### src/hdl/wbft_pkg.sv
// ----------------------------------------------------------------------------
// wbft_pkg
// Types and constants shared by the work/break/focus timer modules.
// ----------------------------------------------------------------------------
package wbft_pkg;

    localparam int unsigned SECS_PER_MIN = 60;
    localparam int unsigned BEEP_REMAIN  = 15;

    localparam int unsigned WORK_W  = 14;
    localparam int unsigned FOCUS_W = 15;
    localparam int unsigned WARN_W  = 12;
    localparam int unsigned CUT_W   = 12;
    localparam int unsigned SNZ_W   = 4;
    localparam int unsigned CFG_W   = 12;
    localparam int unsigned IDX_W   = 3;

    localparam logic [WORK_W-1:0]  WORK_MAX  = '1;
    localparam logic [FOCUS_W-1:0] FOCUS_MAX = '1;

    typedef enum logic [1:0] {
        RUN_WORK   = 2'd0,
        RUN_PAUSED = 2'd1,
        RUN_FOCUS  = 2'd2
    } t_run_state;

    typedef enum logic [2:0] {
        MD_TICK        = 3'd0,
        MD_START_WORK  = 3'd1,
        MD_START_FOCUS = 3'd2,
        MD_STOP_FOCUS  = 3'd3,
        MD_RESET       = 3'd4,
        MD_SNOOZE      = 3'd5,
        MD_LOCK        = 3'd6,
        MD_UNLOCK      = 3'd7
    } t_mode;

    typedef enum logic [IDX_W-1:0] {
        REG_WORK_MIN   = 3'd0,
        REG_FOCUS_MIN  = 3'd1,
        REG_WARN_SEC   = 3'd2,
        REG_SNOOZE_MIN = 3'd3,
        REG_MAX_SNOOZE = 3'd4
    } t_reg_idx;

    typedef struct packed {
        logic [WORK_W-1:0]  work_limit;
        logic [FOCUS_W-1:0] focus_limit;
        logic [WARN_W-1:0]  warn_secs;
        logic [CUT_W-1:0]   snooze_cut;
        logic [SNZ_W-1:0]   max_snoozes;
    } t_cfg;

    typedef struct packed {
        logic [2:0] mode;
        logic       user_idle;
        logic       lock_failed;
    } t_item;

    typedef struct packed {
        logic [1:0]         state_now;
        logic [WORK_W-1:0]  work_seconds;
        logic [FOCUS_W-1:0] focus_seconds;
        logic [SNZ_W-1:0]   snooze_count;
        logic               warned_flag;
        logic               idle_flag;
        logic               beep_pulse;
        logic               warn_pulse;
        logic               lock_request;
        logic               focus_done;
    } t_result;

endpackage

### src/hdl/wbft_cfg.sv
// ----------------------------------------------------------------------------
// wbft_cfg
// Configuration registers; interval lengths are kept pre-scaled to seconds.
// ----------------------------------------------------------------------------
module wbft_cfg (
    input  logic                        i_clk,
    input  logic                        i_rst_n,
    input  logic                        i_cfg_we,
    input  logic [wbft_pkg::IDX_W-1:0]  i_cfg_idx,
    input  logic [wbft_pkg::CFG_W-1:0]  i_cfg_data,
    output wbft_pkg::t_cfg              o_cfg
);
    import wbft_pkg::*;

    t_cfg r_cfg;

    always_ff @(posedge i_clk) begin
        if (!i_rst_n) begin
            r_cfg.work_limit  <= WORK_W'(20 * SECS_PER_MIN);
            r_cfg.focus_limit <= FOCUS_W'(60 * SECS_PER_MIN);
            r_cfg.warn_secs   <= WARN_W'(60);
            r_cfg.snooze_cut  <= CUT_W'(5 * SECS_PER_MIN);
            r_cfg.max_snoozes <= SNZ_W'(3);
        end else if (i_cfg_we) begin
            unique case (i_cfg_idx)
                REG_WORK_MIN: begin
                    r_cfg.work_limit <= WORK_W'(i_cfg_data[7:0]) * WORK_W'(SECS_PER_MIN);
                end
                REG_FOCUS_MIN: begin
                    r_cfg.focus_limit <= FOCUS_W'(i_cfg_data[8:0]) * FOCUS_W'(SECS_PER_MIN);
                end
                REG_WARN_SEC: begin
                    r_cfg.warn_secs <= i_cfg_data[WARN_W-1:0];
                end
                REG_SNOOZE_MIN: begin
                    r_cfg.snooze_cut <= CUT_W'(i_cfg_data[5:0]) * CUT_W'(SECS_PER_MIN);
                end
                REG_MAX_SNOOZE: begin
                    r_cfg.max_snoozes <= i_cfg_data[SNZ_W-1:0];
                end
                default: begin
                end
            endcase
        end
    end

    assign o_cfg = r_cfg;

endmodule

### src/hdl/wbft_core.sv
// ----------------------------------------------------------------------------
// wbft_core
// Timer state, per-item update logic and the result register.
// ----------------------------------------------------------------------------
module wbft_core (
    input  logic              i_clk,
    input  logic              i_rst_n,
    input  wbft_pkg::t_cfg    i_cfg,
    input  logic              i_item_valid,
    input  wbft_pkg::t_item   i_item,
    output logic              o_advance,
    output logic              o_res_valid,
    output wbft_pkg::t_result o_res,
    input  logic              i_res_ready
);
    import wbft_pkg::*;

    t_run_state         r_state, n_state;
    t_run_state         r_saved, n_saved;
    logic [WORK_W-1:0]  r_work,  n_work;
    logic [FOCUS_W-1:0] r_focus, n_focus;
    logic               r_warned, n_warned;
    logic [SNZ_W-1:0]   r_snz,   n_snz;
    logic               r_idle,  n_idle;
    logic               n_beep, n_warnp, n_lockr, n_fdone;
    logic [FOCUS_W-1:0] focus_inc;

    logic               r_res_valid;
    t_result            r_res;

    assign o_advance = i_item_valid && (!r_res_valid || i_res_ready);

    always_comb begin
        n_state   = r_state;
        n_saved   = r_saved;
        n_work    = r_work;
        n_focus   = r_focus;
        n_warned  = r_warned;
        n_snz     = r_snz;
        n_idle    = r_idle;
        n_beep    = 1'b0;
        n_warnp   = 1'b0;
        n_lockr   = 1'b0;
        n_fdone   = 1'b0;
        focus_inc = (r_focus != FOCUS_MAX) ? r_focus + 1'b1 : r_focus;
        unique case (t_mode'(i_item.mode))
            MD_TICK: begin
                if (r_state != RUN_PAUSED) begin
                    if (i_item.user_idle) begin
                        n_idle = 1'b1;
                    end else begin
                        n_idle = 1'b0;
                        if (r_state == RUN_FOCUS) begin
                            if (i_cfg.focus_limit <= focus_inc) begin
                                n_fdone = 1'b1;
                                n_state = RUN_WORK;
                                n_focus = '0;
                            end else begin
                                n_focus = focus_inc;
                            end
                        end else if (r_work != WORK_MAX) begin
                            n_work = r_work + 1'b1;
                        end
                        if (n_state == RUN_WORK) begin
                            n_beep = ({1'b0, n_work} + (WORK_W+1)'(BEEP_REMAIN))
                                     == {1'b0, i_cfg.work_limit};
                            if (!r_warned && ({1'b0, i_cfg.work_limit} <=
                                    {1'b0, n_work} + (WORK_W+1)'(i_cfg.warn_secs))) begin
                                n_warned = 1'b1;
                                n_warnp  = 1'b1;
                            end
                            if (i_cfg.work_limit <= n_work) begin
                                n_lockr = 1'b1;
                                n_saved = RUN_WORK;
                                n_state = RUN_PAUSED;
                                if (i_item.lock_failed) begin
                                    n_state  = RUN_WORK;
                                    n_focus  = '0;
                                    n_work   = '0;
                                    n_warned = 1'b0;
                                    n_snz    = '0;
                                end
                            end
                        end
                    end
                end
            end
            MD_START_WORK: begin
                n_state  = RUN_WORK;
                n_focus  = '0;
                n_work   = '0;
                n_warned = 1'b0;
                n_snz    = '0;
            end
            MD_START_FOCUS: begin
                n_state  = RUN_FOCUS;
                n_focus  = '0;
                n_warned = 1'b0;
            end
            MD_STOP_FOCUS: begin
                n_state = RUN_WORK;
                n_focus = '0;
            end
            MD_RESET: begin
                if (r_state == RUN_WORK) begin
                    n_work   = '0;
                    n_warned = 1'b0;
                    n_snz    = '0;
                end
            end
            MD_SNOOZE: begin
                if (r_state == RUN_WORK && r_snz < i_cfg.max_snoozes) begin
                    n_snz    = r_snz + 1'b1;
                    n_work   = (r_work > WORK_W'(i_cfg.snooze_cut))
                             ? r_work - WORK_W'(i_cfg.snooze_cut) : '0;
                    n_warned = 1'b0;
                end
            end
            MD_LOCK: begin
                if (r_state != RUN_PAUSED) begin
                    n_saved = r_state;
                    n_state = RUN_PAUSED;
                end else begin
                    n_saved = RUN_WORK;
                end
            end
            MD_UNLOCK: begin
                if (r_saved == RUN_FOCUS) begin
                    n_state = RUN_FOCUS;
                end else begin
                    n_state  = RUN_WORK;
                    n_work   = '0;
                    n_warned = 1'b0;
                    n_snz    = '0;
                end
            end
        endcase
    end

    always_ff @(posedge i_clk) begin
        if (!i_rst_n) begin
            r_state     <= RUN_WORK;
            r_saved     <= RUN_WORK;
            r_work      <= '0;
            r_focus     <= '0;
            r_warned    <= 1'b0;
            r_snz       <= '0;
            r_idle      <= 1'b0;
            r_res_valid <= 1'b0;
        end else begin
            if (o_advance) begin
                r_state     <= n_state;
                r_saved     <= n_saved;
                r_work      <= n_work;
                r_focus     <= n_focus;
                r_warned    <= n_warned;
                r_snz       <= n_snz;
                r_idle      <= n_idle;
                r_res_valid <= 1'b1;
            end else if (i_res_ready) begin
                r_res_valid <= 1'b0;
            end
        end
    end

    always_ff @(posedge i_clk) begin
        if (o_advance) begin
            r_res.state_now     <= n_state;
            r_res.work_seconds  <= n_work;
            r_res.focus_seconds <= n_focus;
            r_res.snooze_count  <= n_snz;
            r_res.warned_flag   <= n_warned;
            r_res.idle_flag     <= n_idle;
            r_res.beep_pulse    <= n_beep;
            r_res.warn_pulse    <= n_warnp;
            r_res.lock_request  <= n_lockr;
            r_res.focus_done    <= n_fdone;
        end
    end

    assign o_res_valid = r_res_valid;
    assign o_res       = r_res;

    a_lock_state: assert property (@(posedge i_clk) disable iff (!i_rst_n)
        r_res_valid && r_res.lock_request |->
            (r_res.state_now == RUN_PAUSED) ||
            (r_res.state_now == RUN_WORK && r_res.work_seconds == '0))
        else $error("lock request without pause or fresh work cycle");

    a_focus_done: assert property (@(posedge i_clk) disable iff (!i_rst_n)
        r_res_valid && r_res.focus_done |->
            r_res.state_now != RUN_FOCUS && r_res.focus_seconds == '0)
        else $error("focus end left focus state or time behind");

    a_beep_lock: assert property (@(posedge i_clk) disable iff (!i_rst_n)
        r_res_valid |-> !(r_res.beep_pulse && r_res.lock_request))
        else $error("beep and lock request on one tick");

    a_paused_tick: assert property (@(posedge i_clk) disable iff (!i_rst_n)
        o_advance && i_item.mode == MD_TICK && r_state == RUN_PAUSED |=>
            r_state == RUN_PAUSED && $stable(r_work) && $stable(r_idle))
        else $error("tick changed a paused timer");

endmodule

### src/hdl/work_break_focus_timer.sv
// ----------------------------------------------------------------------------
// work_break_focus_timer
// Work / paused / focus interval timer driven by ticks and control events.
// ----------------------------------------------------------------------------
//  channel   handshake               payload
//  input     i_in_valid/o_in_ready   i_mode, i_user_idle, i_lock_failed
//  output    o_out_valid/i_out_ready o_state_now .. o_focus_done
//  config    i_cfg_we                i_cfg_idx, i_cfg_data
//
//  One item per cycle sustained unless the output stalls; the state update
//  is combinational between the input register and the result register.
//  Synchronous active-low reset clears the timer state and loads register
//  defaults. A stalled result holds its register; the input register still
//  takes a transfer while the result waits, then stalls until it moves.
// ----------------------------------------------------------------------------
module work_break_focus_timer (
    input  logic                        i_clk,
    input  logic                        i_rst_n,
    input  logic                        i_cfg_we,
    input  logic [wbft_pkg::IDX_W-1:0]  i_cfg_idx,
    input  logic [wbft_pkg::CFG_W-1:0]  i_cfg_data,
    input  logic                        i_in_valid,
    output logic                        o_in_ready,
    input  logic [2:0]                  i_mode,
    input  logic                        i_user_idle,
    input  logic                        i_lock_failed,
    output logic                        o_out_valid,
    input  logic                        i_out_ready,
    output logic [1:0]                  o_state_now,
    output logic [wbft_pkg::WORK_W-1:0] o_work_seconds,
    output logic [wbft_pkg::FOCUS_W-1:0] o_focus_seconds,
    output logic [wbft_pkg::SNZ_W-1:0]  o_snooze_count,
    output logic                        o_warned_flag,
    output logic                        o_idle_flag,
    output logic                        o_beep_pulse,
    output logic                        o_warn_pulse,
    output logic                        o_lock_request,
    output logic                        o_focus_done
);
    import wbft_pkg::*;

    t_cfg    cfg;
    t_item   r_item;
    logic    r_item_valid;
    logic    advance;
    t_result res;

    wbft_cfg u_cfg (
        .i_clk      (i_clk),
        .i_rst_n    (i_rst_n),
        .i_cfg_we   (i_cfg_we),
        .i_cfg_idx  (i_cfg_idx),
        .i_cfg_data (i_cfg_data),
        .o_cfg      (cfg)
    );

    assign o_in_ready = !r_item_valid || advance;

    always_ff @(posedge i_clk) begin
        if (!i_rst_n) begin
            r_item_valid <= 1'b0;
        end else if (o_in_ready) begin
            r_item_valid <= i_in_valid;
        end
    end

    always_ff @(posedge i_clk) begin
        if (o_in_ready && i_in_valid) begin
            r_item.mode        <= i_mode;
            r_item.user_idle   <= i_user_idle;
            r_item.lock_failed <= i_lock_failed;
        end
    end

    wbft_core u_core (
        .i_clk        (i_clk),
        .i_rst_n      (i_rst_n),
        .i_cfg        (cfg),
        .i_item_valid (r_item_valid),
        .i_item       (r_item),
        .o_advance    (advance),
        .o_res_valid  (o_out_valid),
        .o_res        (res),
        .i_res_ready  (i_out_ready)
    );

    assign o_state_now     = res.state_now;
    assign o_work_seconds  = res.work_seconds;
    assign o_focus_seconds = res.focus_seconds;
    assign o_snooze_count  = res.snooze_count;
    assign o_warned_flag   = res.warned_flag;
    assign o_idle_flag     = res.idle_flag;
    assign o_beep_pulse    = res.beep_pulse;
    assign o_warn_pulse    = res.warn_pulse;
    assign o_lock_request  = res.lock_request;
    assign o_focus_done    = res.focus_done;

endmodule
### config.mk
export PLATFORM = sky130hd
export DESIGN_NAME = work_break_focus_timer
export DESIGN_NICKNAME = d
export VERILOG_FILES = /design/src/hdl/wbft_pkg.sv /design/src/hdl/wbft_cfg.sv /design/src/hdl/wbft_core.sv /design/src/hdl/work_break_focus_timer.sv
export SDC_FILE = /design/constraint.sdc
export NUM_CORES = 1
export LEC_CHECK = 0
export ABC_AREA = 0
export BUFFER_PORTS_ARGS = -buffer_cell sky130_fd_sc_hd__clkbuf_2
export CAP_MARGIN = 20
export CORE_ASPECT_RATIO = 1.2
export CORE_MARGIN = 1
export CORE_UTILIZATION = 62
export DETAILED_ROUTE_END_ITERATION = 12
export GPL_TIMING_DRIVEN = 0
export PLACE_DENSITY_LB_ADDON = 0.05
export SETUP_SLACK_MARGIN = 0.4
export SYNTH_ARGS = -nofsm -noshare
export SYNTH_HDL_FRONTEND = slang
export SYNTH_HIERARCHICAL = 1
export SYNTH_SLANG_ARGS = --single-unit
### constraint.sdc
create_clock -name i_clk -period 6.6 [get_ports i_clk]
set_input_delay 1.98 -clock i_clk [delete_from_list [all_inputs] [get_ports i_clk]]
set_output_delay 1.98 -clock i_clk [all_outputs]
set_load 0.01 [all_outputs]
==> impl_results.md <==
- Status: complete, no violations
- Yosys reg bits: roughly 140
- Worst-Margin Slew: 1.18 ns
- Power per Cell Area: 223 nW/um^2
- RSZ-0062 raised after global routing: yes
- Filler Cells Inserted: 1419
- CTS clk-pin slew, worst paths: 0.06 ns
- F_max: 168 MHz
- Worst Hold Path Cells: 2
- Die area: between 15000 and 20000 sq um
- Async SR Flop Fraction: 0
- DP Wirelength: 24.6 mm
- Relative slew slack: 0.207
- Worst EP arrival: 6.27 ns
- Synth warn: 6
- Tot GR Track Use: 0.361
- CP max-delay cell: clkbuf_1
- Crit Path Max Fanout: 10
- Post-synth EDFFs: 46
- Starting Density: 0.640
- Max VDD drop: 0.171 mV
- Footprint of the multi-input gates: around 7200 sq um
- Crit start category: register
- Average size of a mapped cell: approximately 8.4 sq um
- Final setup vio count: 0
- Max Cap Viol: 0
- Die height: 147 um
- Cells after DPL: 1579
- Placement Setup Slack: -0.256 ns
- CTS Buf Count: 17
- GRT Residual Overflow: 0
- Drt pass-1 iters: 5
- CP Depth: 23
- Routed WL: 32.0 mm
- CTS tree: built
- Root Driver: clkbuf_16
- Initial antenna violation count: 0
- Hold buffer count at CTS: 0
- Clock Skews: 0.0140 ns
- Cells along the critical path: nor2b_1 -> clkbuf_1 -> nor2_1 -> mux2i_2 -> inv_1 -> ha_1 -> nand3_1 -> nand2_1 -> a31oi_2 -> o21ai_0 -> a21o_1 -> a21o_1 -> a221oi_2 -> nor3b_1 -> a211oi_1 -> ha_1 -> a2111oi_1 -> nand2_1 -> a21oi_1 -> o21ai_0 -> o311a_1 -> o41a_1 -> a311oi_1
- Core area: 17000 sq um
- Distinct cells, synth: 96
- Vias per cell: 6.39
- Max-slew violations: 0
- Post-synth top flop: dfxtp_1
- Largest net degree at the start of global routing: 34
- Largest area contributor in the netlist: dfxtp_1
- Final estimated routing congestion in global placement: 0.985
- H-tree levels: 4
- Routed wire per std cell: a little under 20 um
- WP buf/inv: 2
- Crit. End Element: register
- Drt drc: 0
- Rows: 52
- Critical path's top delay family: compound AO/OA/AOI/OAI gates
- Post-synthesis instance total: 1292
- Max Root-Sink Buffers: 2
- Detailed Route Iter0 Violations: 885
- Post-Syn Area: between 10000 and 15000 sq um
- Post-route ant nets: 0
- I/O pin cnt: 68
- Top cell type's share of synthesized area: 0.169
- Worst-Skew Late Latency: 0.43 ns
- Clock sink count: 138
- Total number of vias: approximately 10000
- Final worst-path cycle share: 0.901
- Nets@finish: ~1500
- Setup Crit Path Kind: register to register
- Antenna cell count: 0
- Vias in the first global route: 9545
- Critical path's largest stage delay: 0.55 ns
- Port bufs: 65
- Worst Hold Class: register to register
- Total power draw: 2.73 mW
- Register-to-Register Path Depth: 23
- Final Non-Filler Cells: between 1500 and 2000
- Layout cell share with drive strength beyond 1: 0.126
- Final WS setup: 0.654 ns
- Final Hold Fails: 0
- Reg area: 3220 sq um
- Synth top area cells: dfxtp_1 17%, edfxtp_1 13%, ha_1 13%
- Area Overhead vs Synth: 12.4%
- Leak Pwr: between 5 and 6 nW
- Die Wd: 123 um
- Register area share after synthesis: 0.296
- Minimum clock period: 5.95 ns
- First-pass GRT wire length: 50.1 mm
- Req. time, crit path: 6.93 ns
-- power breakdown --
part | internal (mW) | switching [mW] | leakage [nW]
sequential | 0.919 | 0.0356 | 1.19
clock | 0.596 | 0.386 | 0.287
combinational | 0.291 | 0.502 | 3.64
-- registers in the layout, summed over array words and instances (netlist names) --
name	cells
u_cfg/o_cfg	51
u_core/o_res	41
u_core/r_focus	15
u_core/r_work	14
r_item	5
u_core/r_snz	4
u_core/r_saved	2
u_core/r_state	2
r_item_valid	1
u_core/o_res_valid	1
u_core/r_idle	1
u_core/r_warned	1
-- worst reg2reg max path: stages, from the launching register on --
cell       delay, ns
dfxtp_1         0.43
nor2b_1         0.30
clkbuf_1        0.55
nor2_1          0.25
mux2i_2         0.35
inv_1           0.14
ha_1            0.29
nand3_1         0.08
nand2_1         0.10
a31oi_2         0.27
o21ai_0         0.20
a21o_1          0.21
a21o_1          0.20
a221oi_2        0.33
nor3b_1         0.10
a211oi_1        0.21
ha_1            0.31
a2111oi_1       0.42
nand2_1         0.09
a21oi_1         0.12
o21ai_0         0.09
o311a_1         0.22
o41a_1          0.36
a311oi_1        0.23
-- per-layer routing --
layer  global-route usage  routed length, um  vias up
li1                     -                  -     4910
met1                0.471              13400     4822
met2                0.575              14800      494
met3               0.0547               2410      100
met4                0.184               1430        0
met5                    0                  0        -
-- cell usage in the layout, fill, tap and decap left out, types with 27 or more instances in the layout --
cell type  instances
nand2_1          148
ha_1             108
a21oi_1           97
o21ai_0           96
dfxtp_1           91
inv_1             78
clkbuf_2          67
nor2_1            63
nand3_1           50
edfxtp_1          46
clkbuf_1          41
xnor2_1           40
a21o_1            29
nor3_1            27
-- synthesized netlist by cell type, types with 11 or more instances --
| cell type | count |
|---|---|
| o21a_1 | 12 |
| clkbuf_1 | 43 |
| nand2_1 | 148 |
| o211ai_1 | 18 |
| or3_1 | 18 |
| mux2i_1 | 11 |
| a31oi_1 | 14 |
| nand3_1 | 50 |
| inv_1 | 78 |
| o21ai_0 | 96 |
| fa_1 | 19 |
| a21o_1 | 29 |
| nor3_1 | 27 |
| edfxtp_1 | 46 |
| ha_1 | 109 |
| nand4_1 | 21 |
| a211oi_1 | 13 |
| xnor2_1 | 40 |
| o31ai_1 | 11 |
| a21oi_1 | 97 |
| xor2_1 | 16 |
| dfxtp_1 | 92 |
| nor2_1 | 63 |
| and3_1 | 19 |
| nand2b_1 | 11 |
-- per-stage QoR --
step / TNS [ns] / cell area [sq um] / hold slack (ns) / util
after floorplan: 0 / 10900 / 0.436 / -
after global placement: -1.10 / 11500 / 0.445 / 0.676
after detailed placement: -0.433 / 11500 / 0.452 / 0.677
after CTS: 0 / 12200 / 0.460 / 0.715
after global routing: 0 / 12300 / 0.489 / 0.719
final: 0 / 12300 / 0.465 / 0.719
-- kinds of logic after synthesis --
group                      share of synthesized area
muxes                                         0.0166
other                                       0.000344
buffers and inverters                         0.0547
DFF                                            0.296
xor gates and xnor gates                      0.0465
adders and majority gates                      0.160
and+or+nand+nor                                0.202
AOI/OAI and AO/OA                              0.224
-- final timing paths --
path | slack (ns) | endpoint | from
max reg2reg | 0.65 | u_core/r_warned | u_core/r_state[1]
max | 0.65 | u_core/r_warned | u_core/r_state[1]
min reg2reg | 0.47 | u_cfg/o_cfg[23] | u_cfg/o_cfg[23]
min | 0.47 | u_cfg/o_cfg[23] | u_cfg/o_cfg[23]
-- final cells by class --
cell class | instances | share of cell area
Multi-Input combinational cell | 1013 | 0.585
Sequential cell | 138 | 0.263
Clock buffer | 18 | 0.0350
Tap cell | 216 | 0.0220
Clock inverter | 14 | 0.0140
Timing Repair Buffer | 71 | 0.0312
Inverter | 81 | 0.0248
Buffer | 65 | 0.0244
-- what timing repair did --
action	CTS	global route
endpoints found under the setup margin	5	29
setup buffers	1	4
pin swaps	0	2
resized for setup	5	12
Note: power is estimated with default switching activity, not from simulation.
